## src/sv/lcbf_pkg.sv

```systemverilog
// ----------------------------------------------------------------------------
// lcbf_pkg
// Shared types and codes for the line counting byte FIFO.
// ----------------------------------------------------------------------------
package lcbf_pkg;

  localparam int DEPTH_DEF = 64;
  localparam int BYTE_W    = 8;
  localparam int HELD_W    = 7;

  typedef logic [BYTE_W-1:0] byte_t;
  typedef logic [HELD_W-1:0] held_t;
  typedef logic [1:0]        op_t;
  typedef logic [1:0]        status_t;

  localparam byte_t NEWLINE = 8'h0A;

  localparam op_t OP_PUSH = 2'd0;
  localparam op_t OP_POP  = 2'd1;
  localparam op_t OP_LINE = 2'd2;

  localparam status_t ST_OK     = 2'd0;
  localparam status_t ST_FULL   = 2'd1;
  localparam status_t ST_EMPTY  = 2'd2;
  localparam status_t ST_NOLINE = 2'd3;

endpackage

```

## src/sv/lcbf_mem.sv

```systemverilog
// ----------------------------------------------------------------------------
// lcbf_mem
// Byte store: one write port, one read port, registered read data.
// ----------------------------------------------------------------------------
module lcbf_mem
  import lcbf_pkg::*;
#(
  parameter int DEPTH = DEPTH_DEF
) (
  input  logic                     clk,
  input  logic                     wr_en,
  input  logic [$clog2(DEPTH)-1:0] wr_addr,
  input  byte_t                    wr_data,
  input  logic                     rd_en,
  input  logic [$clog2(DEPTH)-1:0] rd_addr,
  output byte_t                    rd_data
);

  byte_t mem [DEPTH];
  byte_t rd_data_r;

  always_ff @(posedge clk) begin
    if (wr_en) begin
      mem[wr_addr] <= wr_data;
    end
    if (rd_en) begin
      rd_data_r <= mem[rd_addr];
    end
  end

  assign rd_data = rd_data_r;

endmodule

```

## src/sv/lcbf_ctrl.sv

```systemverilog
// ----------------------------------------------------------------------------
// lcbf_ctrl
// Pointers, counts, operation sequencer and result register.
// ----------------------------------------------------------------------------
module lcbf_ctrl
  import lcbf_pkg::*;
#(
  parameter int DEPTH = DEPTH_DEF
) (
  input  logic                     clk,
  input  logic                     rst_n,
  input  logic                     in_valid,
  output logic                     in_stall,
  input  op_t                      in_operation,
  input  byte_t                    in_data_byte,
  output logic                     out_valid,
  input  logic                     out_stall,
  output byte_t                    out_out_byte,
  output logic                     out_byte_valid,
  output logic                     out_last,
  output status_t                  out_status,
  output held_t                    out_bytes_held,
  output held_t                    out_lines_held,
  output logic                     mem_wr_en,
  output logic [$clog2(DEPTH)-1:0] mem_wr_addr,
  output byte_t                    mem_wr_data,
  output logic                     mem_rd_en,
  output logic [$clog2(DEPTH)-1:0] mem_rd_addr,
  input  byte_t                    mem_rd_data
);

  localparam int AW = $clog2(DEPTH);
  localparam int CW = $clog2(DEPTH + 1);

  localparam logic [1:0] S_IDLE = 2'd0;
  localparam logic [1:0] S_POP  = 2'd1;
  localparam logic [1:0] S_LINE = 2'd2;

  logic [1:0]    state_r, state_nxt;
  logic [AW-1:0] rptr_r, rptr_nxt;
  logic [AW-1:0] wptr_r, wptr_nxt;
  logic [CW-1:0] cnt_r, cnt_nxt;
  logic [CW-1:0] lines_r, lines_nxt;

  logic    out_valid_r, out_valid_nxt;
  byte_t   byte_r, byte_nxt;
  logic    bvalid_r, bvalid_nxt;
  logic    last_r, last_nxt;
  status_t status_r, status_nxt;
  held_t   bheld_r, bheld_nxt;
  held_t   lheld_r, lheld_nxt;

  logic          out_free;
  logic          accept;
  logic          rd_nl;
  logic [AW-1:0] rptr_adv;
  logic [AW-1:0] wptr_adv;

  assign out_free = !out_valid_r || !out_stall;
  assign in_stall = !((state_r == S_IDLE) && out_free);
  assign accept   = in_valid && !in_stall;
  assign rd_nl    = (mem_rd_data == NEWLINE);
  assign rptr_adv = (rptr_r == AW'(DEPTH - 1)) ? '0 : rptr_r + 1'b1;
  assign wptr_adv = (wptr_r == AW'(DEPTH - 1)) ? '0 : wptr_r + 1'b1;

  assign mem_wr_addr = wptr_r;
  assign mem_wr_data = in_data_byte;

  always_comb begin
    state_nxt     = state_r;
    rptr_nxt      = rptr_r;
    wptr_nxt      = wptr_r;
    cnt_nxt       = cnt_r;
    lines_nxt     = lines_r;
    out_valid_nxt = out_valid_r && out_stall;
    byte_nxt      = byte_r;
    bvalid_nxt    = bvalid_r;
    last_nxt      = last_r;
    status_nxt    = status_r;
    bheld_nxt     = bheld_r;
    lheld_nxt     = lheld_r;
    mem_wr_en     = 1'b0;
    mem_rd_en     = 1'b0;
    mem_rd_addr   = rptr_r;

    unique case (state_r)
      S_IDLE: begin
        if (accept) begin
          byte_nxt   = '0;
          bvalid_nxt = 1'b0;
          last_nxt   = 1'b1;
          bheld_nxt  = held_t'(cnt_r);
          lheld_nxt  = held_t'(lines_r);
          case (in_operation)
            OP_PUSH: begin
              out_valid_nxt = 1'b1;
              if (cnt_r == CW'(DEPTH)) begin
                status_nxt = ST_FULL;
              end else begin
                mem_wr_en  = 1'b1;
                wptr_nxt   = wptr_adv;
                cnt_nxt    = cnt_r + 1'b1;
                lines_nxt  = lines_r + CW'(in_data_byte == NEWLINE);
                status_nxt = ST_OK;
                bheld_nxt  = held_t'(cnt_nxt);
                lheld_nxt  = held_t'(lines_nxt);
              end
            end
            OP_POP: begin
              if (cnt_r == '0) begin
                out_valid_nxt = 1'b1;
                status_nxt    = ST_EMPTY;
              end else begin
                mem_rd_en = 1'b1;
                state_nxt = S_POP;
              end
            end
            OP_LINE: begin
              if (lines_r == '0) begin
                out_valid_nxt = 1'b1;
                status_nxt    = ST_NOLINE;
              end else begin
                mem_rd_en = 1'b1;
                state_nxt = S_LINE;
              end
            end
            default: begin
            end
          endcase
        end
      end
      S_POP, S_LINE: begin
        if (out_free) begin
          rptr_nxt      = rptr_adv;
          cnt_nxt       = cnt_r - 1'b1;
          lines_nxt     = lines_r - CW'(rd_nl && (lines_r != '0));
          out_valid_nxt = 1'b1;
          byte_nxt      = mem_rd_data;
          bvalid_nxt    = 1'b1;
          status_nxt    = ST_OK;
          bheld_nxt     = held_t'(cnt_nxt);
          lheld_nxt     = held_t'(lines_nxt);
          if (state_r == S_POP) begin
            last_nxt  = 1'b1;
            state_nxt = S_IDLE;
          end else begin
            last_nxt = rd_nl;
            if (rd_nl || (cnt_r == CW'(1))) begin
              state_nxt = S_IDLE;
            end else begin
              // prefetch the next byte while this one goes out
              mem_rd_en   = 1'b1;
              mem_rd_addr = rptr_adv;
            end
          end
        end
      end
      default: begin
        state_nxt = S_IDLE;
      end
    endcase
  end

  always_ff @(posedge clk) begin
    if (!rst_n) begin
      state_r     <= S_IDLE;
      rptr_r      <= '0;
      wptr_r      <= '0;
      cnt_r       <= '0;
      lines_r     <= '0;
      out_valid_r <= 1'b0;
    end else begin
      state_r     <= state_nxt;
      rptr_r      <= rptr_nxt;
      wptr_r      <= wptr_nxt;
      cnt_r       <= cnt_nxt;
      lines_r     <= lines_nxt;
      out_valid_r <= out_valid_nxt;
    end
  end

  always_ff @(posedge clk) begin
    byte_r   <= byte_nxt;
    bvalid_r <= bvalid_nxt;
    last_r   <= last_nxt;
    status_r <= status_nxt;
    bheld_r  <= bheld_nxt;
    lheld_r  <= lheld_nxt;
  end

  assign out_valid      = out_valid_r;
  assign out_out_byte   = byte_r;
  assign out_byte_valid = bvalid_r;
  assign out_last       = last_r;
  assign out_status     = status_r;
  assign out_bytes_held = bheld_r;
  assign out_lines_held = lheld_r;

endmodule

```

## src/sv/line_counting_byte_fifo.sv

```systemverilog
// ----------------------------------------------------------------------------
// line_counting_byte_fifo
// Circular byte FIFO that tracks how many newline bytes it holds.
//
// Input channel (in_valid/in_stall) carries one operation per beat: push
// in_data_byte, pop one byte, or pop a whole line. Result channel
// (out_valid/out_stall) returns one beat per push or pop and one beat per
// removed byte for a line pop, the newline beat flagged by out_last. Error
// and no-line cases give a single status beat.
// Push and error cases: result registered in the cycle after acceptance,
// next operation accepted while it is presented unless out_stall holds it.
// Pop: the byte store's registered read, then the result register. Line
// pop: the registered read first, then one byte per cycle while out_stall
// is low, the read of the next byte overlapping the output of the current
// one; the block takes no new operation until the newline beat is loaded.
// Synchronous active-low reset empties the FIFO and drops any pending beat;
// the byte store itself is not cleared. While a result is pending and
// out_stall is high, the result register holds and no further operation is taken.
// ----------------------------------------------------------------------------
module line_counting_byte_fifo
  import lcbf_pkg::*;
#(
  parameter int DEPTH = DEPTH_DEF
) (
  input  logic    clk,
  input  logic    rst_n,
  input  logic    in_valid,
  output logic    in_stall,
  input  op_t     in_operation,
  input  byte_t   in_data_byte,
  output logic    out_valid,
  input  logic    out_stall,
  output byte_t   out_out_byte,
  output logic    out_byte_valid,
  output logic    out_last,
  output status_t out_status,
  output held_t   out_bytes_held,
  output held_t   out_lines_held
);

  localparam int AW = $clog2(DEPTH);

  logic          mem_wr_en;
  logic [AW-1:0] mem_wr_addr;
  byte_t         mem_wr_data;
  logic          mem_rd_en;
  logic [AW-1:0] mem_rd_addr;
  byte_t         mem_rd_data;

  lcbf_mem #(.DEPTH(DEPTH)) u_mem (
    .clk     (clk),
    .wr_en   (mem_wr_en),
    .wr_addr (mem_wr_addr),
    .wr_data (mem_wr_data),
    .rd_en   (mem_rd_en),
    .rd_addr (mem_rd_addr),
    .rd_data (mem_rd_data)
  );

  lcbf_ctrl #(.DEPTH(DEPTH)) u_ctrl (
    .clk            (clk),
    .rst_n          (rst_n),
    .in_valid       (in_valid),
    .in_stall       (in_stall),
    .in_operation   (in_operation),
    .in_data_byte   (in_data_byte),
    .out_valid      (out_valid),
    .out_stall      (out_stall),
    .out_out_byte   (out_out_byte),
    .out_byte_valid (out_byte_valid),
    .out_last       (out_last),
    .out_status     (out_status),
    .out_bytes_held (out_bytes_held),
    .out_lines_held (out_lines_held),
    .mem_wr_en      (mem_wr_en),
    .mem_wr_addr    (mem_wr_addr),
    .mem_wr_data    (mem_wr_data),
    .mem_rd_en      (mem_rd_en),
    .mem_rd_addr    (mem_rd_addr),
    .mem_rd_data    (mem_rd_data)
  );

  a_lines_le_bytes: assert property (@(posedge clk) disable iff (!rst_n)
    out_valid |-> (out_lines_held <= out_bytes_held))
    else $error("line count exceeds byte count");

  a_byte_beat_ok: assert property (@(posedge clk) disable iff (!rst_n)
    (out_valid && out_byte_valid) |-> (out_status == ST_OK))
    else $error("data beat with error status");

  a_status_beat_form: assert property (@(posedge clk) disable iff (!rst_n)
    (out_valid && !out_byte_valid) |-> (out_last && (out_out_byte == '0)))
    else $error("status beat not last or carries data");

  a_bytes_bound: assert property (@(posedge clk) disable iff (!rst_n)
    out_valid |-> (out_bytes_held <= held_t'(DEPTH)))
    else $error("byte count above depth");

endmodule
```

## config.mk

```make
export PLATFORM = sky130hd
export DESIGN_NAME = line_counting_byte_fifo
export DESIGN_NICKNAME = d
export VERILOG_FILES = /design/src/sv/lcbf_pkg.sv /design/src/sv/lcbf_mem.sv /design/src/sv/lcbf_ctrl.sv /design/src/sv/line_counting_byte_fifo.sv
export SDC_FILE = /design/constraint.sdc
export NUM_CORES = 1
export LEC_CHECK = 0
export BUFFER_PORTS_ARGS = -buffer_cell sky130_fd_sc_hd__buf_2
export CAP_MARGIN = 15
export CELL_PAD_IN_SITES_DETAIL_PLACEMENT = 0
export CELL_PAD_IN_SITES_GLOBAL_PLACEMENT = 1
export CORE_UTILIZATION = 45
export CTS_CLUSTER_DIAMETER = 50
export CTS_CLUSTER_SIZE = 12
export DETAILED_ROUTE_END_ITERATION = 8
export MAX_ROUTING_LAYER = met4
export PLACE_DENSITY_LB_ADDON = 0.2
export SYNTH_ARGS = -nofsm -noshare
export SYNTH_HDL_FRONTEND = slang
export SYNTH_SLANG_ARGS = --single-unit
export TNS_END_PERCENT = 100
```

## constraint.sdc

```tcl
create_clock -name clk -period 4 [get_ports clk]
set_input_delay 0.8 -clock clk [delete_from_list [all_inputs] [get_ports clk]]
set_output_delay 0.8 -clock clk [all_outputs]
set_load 0.02 [all_outputs]
```

==> impl_metrics.prom <==
# TYPE chip_impl_metric gauge
chip_impl_info{name="outcome",value="finished clean"} 1
chip_impl_metric{name="initial_core_util",unit=""} 0.457
chip_impl_metric{name="finalWorstSetupSlack",unit="ns"} 0.107
chip_impl_info{name="worstPathCellList",value="nand4bb_1, o21ba_4, buf_4, nand3_4, buf_4, buf_4, a32oi_1, o2111ai_1, o211ai_1, o211ai_1, a2111o_1"} 1
chip_impl_metric{name="worst-endpoint-required",unit="ns"} 4.35
chip_impl_metric{name="synth_area_per_cell",unit="um2"} 12.3
chip_impl_metric{name="detailedPlace.worstSlack",unit="ns"} 0.00314
chip_impl_info{name="worstSetupStartpointType",value="flop"} 1
chip_impl_metric{name="clkSlewWorstSetupHoldPaths",unit="ns"} 0.06
chip_impl_info{name="synth-main-ff-cell",value="sky130_fd_sc_hd__edfxtp_1"} 1
chip_impl_metric{name="detail_route.first_pass.iterations",unit=""} 5
chip_impl_metric{name="post_route_fraction_of_the_period_consumed_by_the_critical_path",unit=""} 0.973
chip_impl_metric{name="synthDominantCellAreaShare",unit=""} 0.634
chip_impl_metric{name="drive_gt1_frac",unit=""} 0.158
chip_impl_metric{name="hpwlAfterDp",unit="mm"} 48.6
chip_impl_info{name="yosysTopAreaCell",value="sky130_fd_sc_hd__edfxtp_1"} 1
chip_impl_metric{name="ctsLongestPathBuffers",unit=""} 3
chip_impl_metric{name="timing.clock.skew",unit="ns"} 0.0238
chip_impl_metric{name="top_level_ports",unit=""} 42
chip_impl_info{name="synth_area_leaders",value="sky130_fd_sc_hd__edfxtp_1 (63%), sky130_fd_sc_hd__nand2_1 (3.4%), sky130_fd_sc_hd__a31oi_1 (2.5%)"} 1
chip_impl_metric{name="period_needed",unit="ns"} 3.89
chip_impl_metric{name="timing.max_cap.violations",unit=""} 0
chip_impl_metric{name="async_flop_share",unit=""} 0
chip_impl_metric{name="die-area",unit="mm2"} 0.0584
chip_impl_metric{name="fmax",unit="GHz"} 0.257
chip_impl_metric{name="grt_max_degree",unit=""} 94
chip_impl_metric{name="max_stage_delay",unit="ns"} 0.53
chip_impl_metric{name="detail_route.drc_violations",unit=""} 0
chip_impl_metric{name="drtIter0Drc",unit=""} 2009
chip_impl_metric{name="die_w",unit="um"} 242
chip_impl_metric{name="setup_tns",unit="ns"} 0
chip_impl_metric{name="route.final.wire_length",unit="mm"} 77.9
chip_impl_metric{name="yosysUniqueCellTypes",unit=""} 70
chip_impl_metric{name="cts_inserted_buffers",unit=""} 67
chip_impl_metric{name="hold_viol",unit=""} 0
chip_impl_metric{name="synth-edff-count",unit=""} 546
chip_impl_metric{name="grt_pass1_vias",unit=""} 17600
chip_impl_metric{name="placement_rows",unit=""} 87
chip_impl_metric{name="report.final.slew_viol_count",unit=""} 0
chip_impl_metric{name="synth-warning-count",unit=""} 0
chip_impl_metric{name="n_fill_cell",unit=""} 4839
chip_impl_info{name="setup_repair_after_global_routing_missed_its_margin",value="no"} 1
chip_impl_metric{name="clkLatencyLatePin",unit="ns"} 0.61
chip_impl_info{name="ctsRootBufferMaster",value="sky130_fd_sc_hd__clkbuf_16"} 1
chip_impl_metric{name="post-cts-setup-buffers",unit=""} 0
chip_impl_info{name="crit_slowest_cell",value="sky130_fd_sc_hd__edfxtp_1"} 1
chip_impl_metric{name="core-area",unit="mm2"} 0.0566
chip_impl_metric{name="hold_fix_buffers_at_cts",unit=""} 0
chip_impl_metric{name="synth-seq-cells",unit=""} 575
chip_impl_metric{name="finalNetCount",unit=""} 2215
chip_impl_metric{name="grt_first_pass_wirelength",unit="mm"} 116
chip_impl_metric{name="port_buf_inserts",unit=""} 41
chip_impl_metric{name="drt.antenna.violating_nets",unit=""} 0
chip_impl_metric{name="total_global_routing_track_utilization",unit=""} 0.273
chip_impl_info{name="min_path_type",value="flop to flop"} 1
chip_impl_metric{name="powerDensity",unit="mW/mm2"} 706
chip_impl_metric{name="cellLeakagePower",unit="nW"} 9.82
chip_impl_metric{name="die-height",unit="um"} 242
chip_impl_info{name="cp-end-kind",value="flop"} 1
chip_impl_metric{name="timing_worst_slew_pin_value",unit="ns"} 1.09
chip_impl_metric{name="vias",unit=""} 18600
chip_impl_metric{name="viasPerCell",unit=""} 6.22
chip_impl_info{name="crit_path_frequent_cell",value="sky130_fd_sc_hd__buf_4"} 1
chip_impl_metric{name="routed_wire_length_per_instance",unit="um"} 26.1
chip_impl_info{name="crit_type",value="flop to flop"} 1
chip_impl_metric{name="synthesis.nets",unit=""} 2138
chip_impl_info{name="tritoncts",value="yes"} 1
chip_impl_metric{name="ys_seq_area_frac",unit=""} 0.656
chip_impl_metric{name="remaining_global_route_overflow",unit=""} 0
chip_impl_metric{name="worst_ep_arrival_time",unit="ns"} 4.24
chip_impl_metric{name="power.ir.vdd_worst",unit="mV"} 0.549
chip_impl_metric{name="cts_htree_levels",unit=""} 3
chip_impl_metric{name="cts_num_sinks",unit=""} 575
chip_impl_metric{name="area_growth_syn_to_layout",unit="%"} 15.1
chip_impl_metric{name="number_of_antenna_violations_at_the_first_check_in_global_routing",unit=""} 1
chip_impl_metric{name="post_synth_inst_count",unit=""} 2108
chip_impl_metric{name="slew_headroom",unit=""} 0.273
chip_impl_metric{name="report.final.setup_viol",unit=""} 0
chip_impl_metric{name="place.gp.congestion",unit=""} 0.886
chip_impl_metric{name="mappedNetlistArea",unit="mm2"} 0.0259
chip_impl_metric{name="crit_fanout",unit=""} 26
-- cells in the final DEF (no fill, tap or decap), types with 63 or more instances in the layout --
cell type | synthesis | layout
sky130_fd_sc_hd__a21oi_1 | 116 | 115
sky130_fd_sc_hd__a31oi_1 | 104 | 104
sky130_fd_sc_hd__and3_1 | 65 | 63
sky130_fd_sc_hd__buf_4 | 4 | 129
sky130_fd_sc_hd__clkbuf_16 | 0 | 67
sky130_fd_sc_hd__edfxtp_1 | 546 | 546
sky130_fd_sc_hd__nand2_1 | 232 | 230
sky130_fd_sc_hd__nand3_1 | 103 | 102
sky130_fd_sc_hd__nor2_1 | 98 | 97
sky130_fd_sc_hd__o21ai_0 | 92 | 92
-- final timing paths --
path | from | end | slack [ns] | cells after the start
hold reg to reg | u_ctrl.lines_r[0] | u_ctrl.lines_r[0] | 0.50 | 2
setup reg to reg | u_mem.rd_data[0] | u_mem.rd_data[2] | 0.11 | 11
setup / recovery | u_mem.rd_data[0] | u_mem.rd_data[2] | 0.11 | 11
hold / removal | u_ctrl.lines_r[0] | u_ctrl.lines_r[0] | 0.50 | 2
-- per-layer routing --
metal	global-route usage	wire length, um
met5	-	0
met4	0.0754	2090
met3	0.0418	5540
met2	0.422	36900
met1	0.375	33400
-- state kept, by name, indices dropped and copies added, names as in the netlist --
signal / flops
u_mem.mem: 512
u_ctrl.out_out_byte: 8
u_mem.rd_data: 8
u_ctrl.cnt_r: 7
u_ctrl.lines_r: 7
u_ctrl.out_bytes_held: 7
u_ctrl.out_lines_held: 7
u_ctrl.mem_wr_addr: 6
u_ctrl.rptr_r: 6
u_ctrl.out_status: 2
u_ctrl.state_r: 2
u_ctrl.out_byte_valid: 1
u_ctrl.out_last: 1
u_ctrl.out_valid: 1
-- logic make-up (layout without fill, tap and decap cells) --
logic type,count (synthesis),in the layout,synth area share
AND/OR/NAND/NOR,660,660,0.122
AO/OA/AOI/OAI,603,603,0.161
flip-flops,575,575,0.656
buffers and inverters,201,319,0.0320
multiplexers,35,35,0.0147
XOR/XNOR,18,18,0.00609
adder cells (fa/ha/maj),16,16,0.00774
other,0,1,0
-- timing repair --
action / 4_1_cts / 5_1_grt
setup endpoints to repair: 1 / 6
gates resized for setup: 1 / 2
pin swaps: 0 / 0
cloned: 0 / 0
-- per-stage QoR --
step / std cells / util / hold WS (ns) / cell area, um2 / power [mW]
final: 2983 / 0.526 / 0.499 / 29800 / 21.0
after global routing: 2982 / 0.526 / 0.522 / 29800 / 21.9
after CTS: 2982 / 0.526 / 0.501 / 29800 / 21.1
after detailed placement: 2872 / 0.489 / 0.494 / 27700 / 15.3
after global placement: 2872 / 0.489 / 0.485 / 27700 / 15.2
after floorplan: 2108 / - / 0.466 / 25900 / 12.3
-- report_power, final --
part / internal [mW] / total (mW) / switching (mW) / leakage, nW
logic: 2.59 / 8.08 / 5.48 / 3.64
clock network: 3.31 / 5.82 / 2.51 / 1.00
registers: 6.95 / 7.13 / 0.188 / 5.18
-- cells in the mapped netlist, types with 7 or more instances --
library cell	instances
sky130_fd_sc_hd__edfxtp_1	546
sky130_fd_sc_hd__nand2_1	232
sky130_fd_sc_hd__clkbuf_1	126
sky130_fd_sc_hd__a21oi_1	116
sky130_fd_sc_hd__a31oi_1	104
sky130_fd_sc_hd__nand3_1	103
sky130_fd_sc_hd__nor2_1	98
sky130_fd_sc_hd__o21ai_0	92
sky130_fd_sc_hd__and3_1	65
sky130_fd_sc_hd__nor3_1	59
sky130_fd_sc_hd__a211oi_1	56
sky130_fd_sc_hd__o211ai_1	50
sky130_fd_sc_hd__o2111ai_1	41
sky130_fd_sc_hd__and2_1	39
sky130_fd_sc_hd__buf_2	35
sky130_fd_sc_hd__dfxtp_1	29
sky130_fd_sc_hd__nand4_1	28
sky130_fd_sc_hd__o221a_2	24
sky130_fd_sc_hd__mux2_2	22
sky130_fd_sc_hd__inv_1	19
sky130_fd_sc_hd__a21o_1	17
sky130_fd_sc_hd__ha_1	16
sky130_fd_sc_hd__o221ai_1	16
sky130_fd_sc_hd__o21ai_1	15
sky130_fd_sc_hd__a32oi_1	13
sky130_fd_sc_hd__buf_1	13
sky130_fd_sc_hd__mux2i_1	11
sky130_fd_sc_hd__xnor2_1	11
sky130_fd_sc_hd__a32o_1	9
sky130_fd_sc_hd__a2111o_1	8
sky130_fd_sc_hd__a221o_1	8
sky130_fd_sc_hd__a311o_1	8
sky130_fd_sc_hd__or3_1	8
sky130_fd_sc_hd__xor2_1	7
-- layout make-up --
type | instances | area, um2 | share of cell area
sequential | 575 | 17000 | 0.570
multi-input combinational | 1332 | 8170 | 0.274
clock buffer | 75 | 1710 | 0.0573
timing repair buffer | 188 | 1530 | 0.0512
tap | 756 | 946 | 0.0318
clock inverter | 35 | 358 | 0.0120
inverter | 21 | 80.1 | 0.00269
antenna | 1 | 2.50 | 0.0000841
-- worst max-delay path: cells and delay by family, from the launching register on --
family	cells	cell delay, ns
flip-flops	1	0.53
AND/OR/NAND/NOR	2	0.55
buffers and inverters	3	0.84
AO/OA/AOI/OAI	6	1.69
Power figures use the tool's default switching activity.
